<file path="src/rtl/periodic_task_scheduler_assert.svh">
// Assertion macros for the scheduler; clk and rst_n are taken from the using module.
`ifndef PERIODIC_TASK_SCHEDULER_ASSERT_SVH
`define PERIODIC_TASK_SCHEDULER_ASSERT_SVH

// same-cycle implication
`define PTS_ASSERT_IMP(name, ante, cons, msg) \
    name: assert property (@(posedge clk) disable iff (!rst_n) (ante) |-> (cons)) \
        else $error(msg);

// next-cycle implication
`define PTS_ASSERT_NXT(name, ante, cons, msg) \
    name: assert property (@(posedge clk) disable iff (!rst_n) (ante) |=> (cons)) \
        else $error(msg);

`endif

</file>
<file path="src/rtl/pts_pkg.sv">
`default_nettype none
package pts_pkg;

    parameter int TASKS_PER_LEVEL_DEF = 8;
    parameter int NUM_LEVELS          = 3;

    localparam logic [1:0] ACT_ADD      = 2'd0;
    localparam logic [1:0] ACT_TICK     = 2'd1;
    localparam logic [1:0] ACT_THROTTLE = 2'd2;

    localparam logic [1:0] KIND_FIRED  = 2'd0;
    localparam logic [1:0] KIND_ADDED  = 2'd1;
    localparam logic [1:0] KIND_REJECT = 2'd2;
    localparam logic [1:0] KIND_NONE   = 2'd3;

    localparam logic [1:0] LVL_HIGH = 2'd0;
    localparam logic [1:0] LVL_MED  = 2'd1;
    localparam logic [1:0] LVL_LOW  = 2'd2;

    typedef enum logic [3:0] {
        ST_IDLE,
        ST_ADD,
        ST_ACK,
        ST_LVL,
        ST_LOW_DIFF,
        ST_LOW_CMP,
        ST_RD,
        ST_CMP,
        ST_UPD,
        ST_FIN
    } state_t;

    typedef enum logic {
        ALU_ADD,
        ALU_SUB
    } alu_op_t;

    typedef struct packed {
        logic we_ivl;
        logic we_due;
    } mem_wr_t;

    typedef struct packed {
        logic [1:0]  action;
        logic [31:0] now;
        logic [1:0]  priority_level;
        logic [31:0] interval_ms;
        logic        start_now;
        logic        throttle_on;
    } req_t;

    typedef struct packed {
        logic [1:0] kind;
        logic [2:0] slot;
        logic [1:0] level_out;
        logic [4:0] fired_count;
        logic       last;
    } res_t;

endpackage
`default_nettype wire

</file>
<file path="src/rtl/pts_alu.sv">
`default_nettype none
module pts_alu (
    input  pts_pkg::alu_op_t op,
    input  logic [31:0]      a,
    input  logic [31:0]      b,
    output logic [31:0]      sum,
    output logic             ge
);
    import pts_pkg::*;

    logic [31:0] b_op;
    logic [32:0] full;

    // subtract as a + ~b + 1; carry out means a >= b
    always_comb
    begin
        b_op = (op == ALU_SUB) ? ~b : b;
        full = {1'b0, a} + {1'b0, b_op} + {32'd0, (op == ALU_SUB)};
        sum  = full[31:0];
        ge   = full[32];
    end

endmodule
`default_nettype wire

</file>
<file path="src/rtl/pts_mem.sv">
`default_nettype none
module pts_mem #(
    parameter int DEPTH  = 24,
    parameter int ADDR_W = 5
) (
    input  logic               clk,
    input  logic [ADDR_W-1:0]  addr,
    input  pts_pkg::mem_wr_t   wr,
    input  logic [31:0]        ivl_wdata,
    input  logic [31:0]        due_wdata,
    output logic [31:0]        ivl_rdata,
    output logic [31:0]        due_rdata
);
    import pts_pkg::*;

    logic [31:0] ivl_mem [DEPTH];
    logic [31:0] due_mem [DEPTH];

    always_ff @(posedge clk)
    begin
        if (wr.we_ivl)
        begin
            ivl_mem[addr] <= ivl_wdata;
        end
        if (wr.we_due)
        begin
            due_mem[addr] <= due_wdata;
        end
        ivl_rdata <= ivl_mem[addr];
        due_rdata <= due_mem[addr];
    end

endmodule
`default_nettype wire

</file>
<file path="src/rtl/periodic_task_scheduler.sv">
// Channel   Ports                       Handshake
// request   start, busy, request        accepted when start && !busy
// result    result_valid, result        one-cycle strobe, no back-pressure
// config    cfg_we, cfg_wdata           written when cfg_we
//
// Add, throttle and other actions: busy in ST_ADD or ST_ACK after accept, result strobe the cycle after.
// Tick: one shared 32-bit adder/comparator walks the used slots of each level
// (ST_LVL per level, then ST_RD and ST_CMP per slot, plus ST_UPD when it fires);
// ST_LOW_DIFF and ST_LOW_CMP check a throttled low level, and ST_FIN finishes.
// busy stays high for the whole request; the final result strobes as busy drops.
// Results cannot be stalled.
// Reset clears the slot counts, throttle state and skip interval; no clearing pass.
`default_nettype none
`include "periodic_task_scheduler_assert.svh"
module periodic_task_scheduler #(
    parameter int TASKS_PER_LEVEL = pts_pkg::TASKS_PER_LEVEL_DEF
) (
    input  logic          clk,
    input  logic          rst_n,
    input  logic          start,
    output logic          busy,
    input  pts_pkg::req_t request,
    input  logic          cfg_we,
    input  logic [31:0]   cfg_wdata,
    output logic          result_valid,
    output pts_pkg::res_t result
);
    import pts_pkg::*;

    localparam int NUM_SLOTS = NUM_LEVELS * TASKS_PER_LEVEL;
    localparam int ADDR_W    = $clog2(NUM_SLOTS);
    localparam int IDX_W     = (TASKS_PER_LEVEL > 1) ? $clog2(TASKS_PER_LEVEL) : 1;
    localparam int CNT_W     = $clog2(TASKS_PER_LEVEL + 1);

    state_t            state_reg, state_next;
    req_t              req_reg, req_next;
    logic [31:0]       skip_reg;
    logic              throttled_reg, throttled_next;
    logic [31:0]       last_low_reg, last_low_next;
    logic [CNT_W-1:0]  cnt_reg [NUM_LEVELS];
    logic [CNT_W-1:0]  cnt_next [NUM_LEVELS];
    logic [1:0]        lvl_reg, lvl_next;
    logic [IDX_W-1:0]  idx_reg, idx_next;
    logic [31:0]       diff_reg, diff_next;
    logic              pend_valid_reg, pend_valid_next;
    res_t              pend_reg, pend_next;
    logic [4:0]        fired_reg, fired_next;
    logic              result_valid_reg;
    res_t              result_reg;

    logic [1:0]        sel_lvl;
    logic [CNT_W-1:0]  cnt_sel;
    logic [31:0]       slot_idx;
    logic [ADDR_W-1:0] addr;
    logic              add_valid;
    logic              add_ok;
    logic              lvl_last;
    alu_op_t           alu_op;
    logic [31:0]       alu_a, alu_b, alu_sum;
    logic              alu_ge;
    mem_wr_t           mem_wr;
    logic [31:0]       due_wdata;
    logic [31:0]       ivl_rd, due_rd;
    logic              emit;
    res_t              emit_res;

    assign busy         = (state_reg != ST_IDLE);
    assign result_valid = result_valid_reg;
    assign result       = result_reg;

    assign sel_lvl = (state_reg == ST_ADD) ? req_reg.priority_level : lvl_reg;

    always_comb
    begin
        unique case (sel_lvl)
            LVL_HIGH: cnt_sel = cnt_reg[0];
            LVL_MED:  cnt_sel = cnt_reg[1];
            LVL_LOW:  cnt_sel = cnt_reg[2];
            default:  cnt_sel = '0;
        endcase
    end

    assign add_valid = (req_reg.priority_level <= LVL_LOW);
    assign add_ok    = add_valid && (cnt_sel != CNT_W'(TASKS_PER_LEVEL));
    assign slot_idx  = (state_reg == ST_ADD) ? 32'(cnt_sel) : 32'(idx_reg);
    assign addr      = ADDR_W'(32'(sel_lvl) * TASKS_PER_LEVEL + slot_idx);
    assign lvl_last  = ((32'(idx_reg) + 32'd1) == 32'(cnt_sel));

    pts_alu u_alu (
        .op  (alu_op),
        .a   (alu_a),
        .b   (alu_b),
        .sum (alu_sum),
        .ge  (alu_ge)
    );

    pts_mem #(
        .DEPTH  (NUM_SLOTS),
        .ADDR_W (ADDR_W)
    ) u_mem (
        .clk       (clk),
        .addr      (addr),
        .wr        (mem_wr),
        .ivl_wdata (req_reg.interval_ms),
        .due_wdata (due_wdata),
        .ivl_rdata (ivl_rd),
        .due_rdata (due_rd)
    );

    // next state
    always_comb
    begin
        state_next = state_reg;
        unique case (state_reg)
            ST_IDLE:
            begin
                if (start)
                begin
                    if (request.action == ACT_ADD)
                        state_next = ST_ADD;
                    else if (request.action == ACT_TICK)
                        state_next = ST_LVL;
                    else
                        state_next = ST_ACK;
                end
            end
            ST_ADD, ST_ACK, ST_FIN:
            begin
                state_next = ST_IDLE;
            end
            ST_LVL:
            begin
                if (cnt_sel == '0)
                    state_next = (lvl_reg == LVL_LOW) ? ST_FIN : ST_LVL;
                else if (lvl_reg == LVL_LOW && throttled_reg)
                    state_next = ST_LOW_DIFF;
                else
                    state_next = ST_RD;
            end
            ST_LOW_DIFF:
            begin
                state_next = ST_LOW_CMP;
            end
            ST_LOW_CMP:
            begin
                state_next = alu_ge ? ST_RD : ST_FIN;
            end
            ST_RD:
            begin
                state_next = ST_CMP;
            end
            ST_CMP, ST_UPD:
            begin
                if (state_reg == ST_CMP && alu_ge)
                    state_next = ST_UPD;
                else if (!lvl_last)
                    state_next = ST_RD;
                else
                    state_next = (lvl_reg == LVL_LOW) ? ST_FIN : ST_LVL;
            end
            default:
            begin
                state_next = ST_IDLE;
            end
        endcase
    end

    // datapath and outputs
    always_comb
    begin
        req_next        = req_reg;
        throttled_next  = throttled_reg;
        last_low_next   = last_low_reg;
        cnt_next        = cnt_reg;
        lvl_next        = lvl_reg;
        idx_next        = idx_reg;
        diff_next       = diff_reg;
        pend_valid_next = pend_valid_reg;
        pend_next       = pend_reg;
        fired_next      = fired_reg;
        alu_op          = ALU_ADD;
        alu_a           = req_reg.now;
        alu_b           = req_reg.interval_ms;
        mem_wr          = '0;
        due_wdata       = alu_sum;
        emit            = 1'b0;
        emit_res        = '0;

        unique case (state_reg)
            ST_IDLE:
            begin
                if (start)
                begin
                    req_next        = request;
                    lvl_next        = LVL_HIGH;
                    idx_next        = '0;
                    pend_valid_next = 1'b0;
                    fired_next      = '0;
                end
            end
            ST_ADD:
            begin
                emit          = 1'b1;
                emit_res.last = 1'b1;
                if (add_ok)
                begin
                    mem_wr.we_ivl      = 1'b1;
                    mem_wr.we_due      = 1'b1;
                    due_wdata          = req_reg.start_now ? req_reg.now : alu_sum;
                    emit_res.kind      = KIND_ADDED;
                    emit_res.slot      = 3'(cnt_sel);
                    emit_res.level_out = req_reg.priority_level;
                    cnt_next[sel_lvl]  = cnt_sel + 1'b1;
                end
                else
                begin
                    emit_res.kind      = KIND_REJECT;
                    emit_res.level_out = add_valid ? req_reg.priority_level : LVL_HIGH;
                end
            end
            ST_ACK:
            begin
                emit          = 1'b1;
                emit_res.kind = KIND_NONE;
                emit_res.last = 1'b1;
                if (req_reg.action == ACT_THROTTLE)
                begin
                    if (!throttled_reg && req_reg.throttle_on)
                        last_low_next = req_reg.now;
                    throttled_next = req_reg.throttle_on;
                end
            end
            ST_LVL:
            begin
                idx_next = '0;
                if (cnt_sel == '0)
                    lvl_next = lvl_reg + 1'b1;
                else if (lvl_reg == LVL_LOW && !throttled_reg)
                    last_low_next = req_reg.now;
            end
            ST_LOW_DIFF:
            begin
                alu_op    = ALU_SUB;
                alu_b     = last_low_reg;
                diff_next = alu_sum;
            end
            ST_LOW_CMP:
            begin
                alu_op = ALU_SUB;
                alu_a  = diff_reg;
                alu_b  = skip_reg;
                if (alu_ge)
                    last_low_next = req_reg.now;
            end
            ST_RD:
            begin
            end
            ST_CMP, ST_UPD:
            begin
                alu_op = (state_reg == ST_CMP) ? ALU_SUB : ALU_ADD;
                alu_b  = (state_reg == ST_CMP) ? due_rd : ivl_rd;
                if (state_reg == ST_UPD)
                begin
                    // hold each firing back one step so the final one can carry last
                    mem_wr.we_due         = 1'b1;
                    fired_next            = fired_reg + 1'b1;
                    pend_valid_next       = 1'b1;
                    pend_next.kind        = KIND_FIRED;
                    pend_next.slot        = 3'(idx_reg);
                    pend_next.level_out   = lvl_reg;
                    pend_next.fired_count = fired_reg + 1'b1;
                    pend_next.last        = 1'b0;
                    emit                  = pend_valid_reg;
                    emit_res              = pend_reg;
                end
                if (state_reg == ST_UPD || !alu_ge)
                begin
                    if (lvl_last)
                    begin
                        idx_next = '0;
                        lvl_next = lvl_reg + 1'b1;
                    end
                    else
                    begin
                        idx_next = idx_reg + 1'b1;
                    end
                end
            end
            ST_FIN:
            begin
                emit = 1'b1;
                if (pend_valid_reg)
                begin
                    emit_res      = pend_reg;
                    emit_res.last = 1'b1;
                end
                else
                begin
                    emit_res.kind = KIND_NONE;
                    emit_res.last = 1'b1;
                end
            end
            default:
            begin
            end
        endcase
    end

    always_ff @(posedge clk or negedge rst_n)
    begin
        if (!rst_n)
        begin
            state_reg        <= ST_IDLE;
            skip_reg         <= '0;
            throttled_reg    <= 1'b0;
            last_low_reg     <= '0;
            lvl_reg          <= '0;
            idx_reg          <= '0;
            pend_valid_reg   <= 1'b0;
            fired_reg        <= '0;
            result_valid_reg <= 1'b0;
            for (int l = 0; l < NUM_LEVELS; l++)
            begin
                cnt_reg[l] <= '0;
            end
        end
        else
        begin
            state_reg        <= state_next;
            throttled_reg    <= throttled_next;
            last_low_reg     <= last_low_next;
            lvl_reg          <= lvl_next;
            idx_reg          <= idx_next;
            pend_valid_reg   <= pend_valid_next;
            fired_reg        <= fired_next;
            result_valid_reg <= emit;
            cnt_reg          <= cnt_next;
            if (cfg_we)
            begin
                skip_reg <= cfg_wdata;
            end
        end
    end

    always_ff @(posedge clk)
    begin
        req_reg    <= req_next;
        diff_reg   <= diff_next;
        pend_reg   <= pend_next;
        result_reg <= emit_res;
    end

    `PTS_ASSERT_IMP(a_nonfire_is_last, result_valid && result.kind != KIND_FIRED, result.last, "non-firing result without last")
    `PTS_ASSERT_IMP(a_fire_counted, result_valid && result.kind == KIND_FIRED, result.fired_count != 5'd0, "firing with zero count")
    `PTS_ASSERT_NXT(a_accept_busy, start && !busy, busy, "accepted request did not raise busy")
    `PTS_ASSERT_IMP(a_last_idle, result_valid && result.last, !busy, "busy after final result")
    `PTS_ASSERT_IMP(a_cnt_bound, 1'b1, (cnt_reg[0] <= CNT_W'(TASKS_PER_LEVEL)) && (cnt_reg[1] <= CNT_W'(TASKS_PER_LEVEL)) && (cnt_reg[2] <= CNT_W'(TASKS_PER_LEVEL)), "slot count overflow")

endmodule
`default_nettype wire
</file>
<file path="config.mk">
export PLATFORM = sky130hd
export DESIGN_NAME = periodic_task_scheduler
export DESIGN_NICKNAME = d
export VERILOG_FILES = /design/src/rtl/pts_pkg.sv /design/src/rtl/pts_alu.sv /design/src/rtl/pts_mem.sv /design/src/rtl/periodic_task_scheduler.sv
export VERILOG_INCLUDE_DIRS = /design/src /design/src/rtl
export SDC_FILE = /design/constraint.sdc
export NUM_CORES = 2
export LEC_CHECK = 0
export BUFFER_PORTS_ARGS = -buffer_cell sky130_fd_sc_hd__buf_2
export CAP_MARGIN = 20
export CORE_UTILIZATION = 65
export CTS_BUF_LIST = sky130_fd_sc_hd__clkbuf_8
export DETAILED_ROUTE_END_ITERATION = 7
export PLACE_DENSITY_LB_ADDON = 0.05
export SLEW_MARGIN = 0
export SYNTH_ARGS = -nofsm -noshare
export SYNTH_HDL_FRONTEND = slang
export SYNTH_SLANG_ARGS = --single-unit
export TNS_END_PERCENT = 10
</file>
<file path="constraint.sdc">
create_clock -name clk -period 7.6 [get_ports clk]
set_input_delay 0 -clock clk [delete_from_list [all_inputs] [get_ports clk]]
set_output_delay 0 -clock clk [all_outputs]
set_load 0.03 [all_outputs]
</file>
==> qor.yml <==
timing.rr.start: "state_reg[2]$_DFFE_PN0P_"
synth_seq_area_share_pct: 75.1
finalSetupTns_ns: 0
synth_nets: 4242
path_cells: "and4bb_4 > mux2i_1 > a31o_2 > a211oi_1 > inv_2 > fa_1 > nor2b_1 > o21a_1 > o21a_1 > o21a_1 > o41a_1 > a31o_2 > a21boi_0 > xnor2_1 > mux2_1"
finalWeightedCongestion: 0.977
dr.first_iter.drc_count: 5771
nFillCells: 6080
arrival_ns: 6.67
grt_pass1_vias: 41700
fin_skew_ns: 0.0988
io_pins: 121
grt_max_degree: 90
r2r_slack_ns: 1.49
regArea_mm2: 0.0534
initial_core_util_pct: 66.0
synth-seq-cells: 1818
clock_power_share_pct: 21.4
grt_pass1_wl_um: 286000
overflow: 0
power.density_mw_per_mm2: 441
fin_area_mm2: 0.0820
slew_violations: 0
fin_cells: 6295
drc: 0
start_kind: "flip-flop"
wl_um: 200000
path_class: "reg2reg"
worst_r2r_endpoint: "u_mem.due_mem[19][28]$_DFFE_PP_"
max_slew_margin_pct: 22.2
cp_common_cell: "o21a_1"
ant_nets: 0
cpMaxStageDelayCell: "mux2_1"
coreArea_mm2: 0.108
switching_share_pct: 37.3
rows: 120
dieHeight_um: 333
pre_cts_ws_ns: 1.75
synthFlopType: "edfxtp_1"
maxCapViolCount: 0
p_leak_nw: 27.6
portBuffers: 120
synth_edf_count: 1648
ctsRootBufferMaster: "clkbuf_8"
netlist.area_leader.share_pct: 69.7
synth_area_mm2: 0.0710
worst_pin_slew_ns: 1.17
routed_via_density: 6.74
avgSynthCellArea_um2: 17.3
final_common_cell: "edfxtp_1"
cts_sinks: 1818
critPathMaxStageDelay_ns: 0.91
cts_buffers: 296
rsz0062_at_grt: "no"
synthArstFlopShare_pct: 5.12
setup_slack_ns: 1.49
path_clk_slew_ns: 0.08
crit_required_ns: 8.16
status: "complete, no violations"
wire_per_inst_um: 31.8
die_w_um: 333
hold_viol: 0
ir_worst_vdd_mv: 0.464
tritoncts: "built"
internal_power_w: 0.0227
die-area_mm2: 0.111
cts_max_level: 5
yosysUniqueCellTypes: 90
crit_fanout: 44
clk_latency_ns: 0.99
synth_top_area_cell: "edfxtp_1"
area_growth_syn_to_layout_pct: 15.4
end_kind: "flip-flop"
clockBufferDepth: 4
synth_cells: 4098
synth_area_leaders: "edfxtp_1 70%, mux4_2 6.4%, dfrtp_1 3.3%"
multi_input_area_mm2: 0.0171
yosys_warnings: 0
setup_viol_count_final: 0
rr_worst_depth: 15
fmax_ghz: 0.164
fin_nets: 4802
combPwrFrac_pct: 33.9
min_period_ns: 6.11
layout-drive-gt1-share_pct: 20.8
dr.pass1.iters: 6
vias: 42400
switchingPower_w: 0.0135
cp-startpoint: "state_reg[2]$_DFFE_PN0P_"
grt_antenna_before_repair: 15
hold_path.class: "in2async"
grt.total_usage_pct: 36.4
finalCritPeriodShare_pct: 80.4
dpl.cell_count: 5521
hpwlAfterDp_um: 120000
layout_common_cells: "1648 x edfxtp_1, 439 x nand2_1, 319 x clkbuf_8"
power_frac_seq_pct: 44.7
place_area_mm2: 0.0742
==> per-stage QoR <==
stage | util (%) | hold slack [ns] | power [W]
floorplan | - | -0.296 | 0.0228
global placement | 68.7 | 0.148 | 0.0278
detailed placement | 68.9 | 0.147 | 0.0280
CTS | 76.1 | 0.138 | 0.0357
global route | 76.1 | 0.194 | 0.0372
finish | 76.2 | 0.186 | 0.0361
==> metal layers <==
layer	global-route usage, %	up-vias	share of wire (%)
met4	17.6	8	4.8
met1	49.5	21600	37
met3	9.18	456	11
met2	55.6	2826	47
li1	-	17500	-
met5	0	-	0.030
==> kinds of logic (layout without fill, tap and decap cells) <==
group | after synthesis | after routing | synth area share (%)
muxes | 449 | 449 | 10.3
other | 0 | 14 | 0
DFF | 1818 | 1818 | 75.1
buffers and inverters | 257 | 1037 | 1.58
adders and majority gates | 38 | 38 | 0.680
and+or+nand+nor | 746 | 746 | 4.53
AOI/OAI and AO/OA | 747 | 747 | 7.25
xor gates and xnor gates | 43 | 43 | 0.530
==> power groups by stage <==
stage | clock (W) | combinational (W) | sequential (W)
6_report | 0.00773 | 0.0122 | 0.0162
5_1_grt | 0.00820 | 0.0128 | 0.0162
4_1_cts | 0.00775 | 0.0118 | 0.0161
3_5_place_dp | 0 | 0.0117 | 0.0163
3_3_place_gp | 0 | 0.0115 | 0.0163
2_1_floorplan | 0 | 0.00698 | 0.0158
==> repair_timing <==
item,in CTS,in global routing
hold endpoints to repair,222,0
setup buffers,0,0
hold buffers,240,0
gates resized for setup,0,0
==> final cells by class <==
class                           count  share of cell area, %
Sequential cell                  1818                   65.1
Inverter                           26                  0.119
Clock buffer                      319                   5.36
Antenna cell                       14                 0.0427
Timing Repair Buffer              493                   5.32
Multi-Input combinational cell   2023                   20.8
Clock inverter                    199                   1.11
Tap cell                         1403                   2.14
==> worst max-delay path by stage <==
| stage | cells past startpoint | end | slack [ns] |
|---|---|---|---|
| 6_report | 15 | u_mem.due_mem[19][28]$_DFFE_PP_ | 1.49 |
| 5_1_grt | 18 | u_mem.due_mem[19][28]$_DFFE_PP_ | 1.17 |
| 4_1_cts | 18 | u_mem.due_mem[19][28]$_DFFE_PP_ | 1.67 |
| 3_5_place_dp | 18 | u_mem.due_mem[4][28]$_DFFE_PP_ | 1.75 |
| 3_3_place_gp | 18 | u_mem.due_mem[16][30]$_DFFE_PP_ | 1.70 |
| 2_1_floorplan | 13 | u_mem.due_mem[0][30]$_DFFE_PP_ | 2.06 |
==> worst max-delay path, delay by kind of cell, from the launching register on <==
kind,cells,cell delay (ns)
flip-flops,1,0.78
adder cells (fa/ha/maj),1,0.48
buffers and inverters,1,0.13
multiplexers,2,1.21
XOR/XNOR,1,0.21
AO/OA/AOI/OAI,8,1.91
AND/OR/NAND/NOR,2,0.96
==> Yosys cell counts, types with 9 or more instances <==
| master | count |
|---|---|
| edfxtp_1 | 1648 |
| nand2_1 | 441 |
| a21oi_1 | 223 |
| mux4_2 | 203 |
| clkbuf_1 | 141 |
| nor2_1 | 125 |
| a221oi_1 | 124 |
| mux2i_1 | 120 |
| o21ai_0 | 107 |
| dfrtp_1 | 93 |
| dfxtp_1 | 77 |
| mux2_2 | 77 |
| a22o_1 | 64 |
| buf_2 | 47 |
| nor3_1 | 43 |
| a22oi_1 | 40 |
| ha_1 | 37 |
| o22ai_1 | 37 |
| a21o_1 | 33 |
| nand3_1 | 33 |
| mux2_4 | 30 |
| nor4_1 | 27 |
| o221ai_1 | 24 |
| xnor2_1 | 24 |
| inv_1 | 23 |
| buf_4 | 21 |
| buf_1 | 19 |
| xor2_1 | 19 |
| mux2_1 | 17 |
| o211ai_1 | 17 |
| or3_1 | 15 |
| and2_1 | 13 |
| o311ai_1 | 12 |
| a31oi_1 | 9 |
| nor2b_1 | 9 |
(Power assumes the default switching activity.)
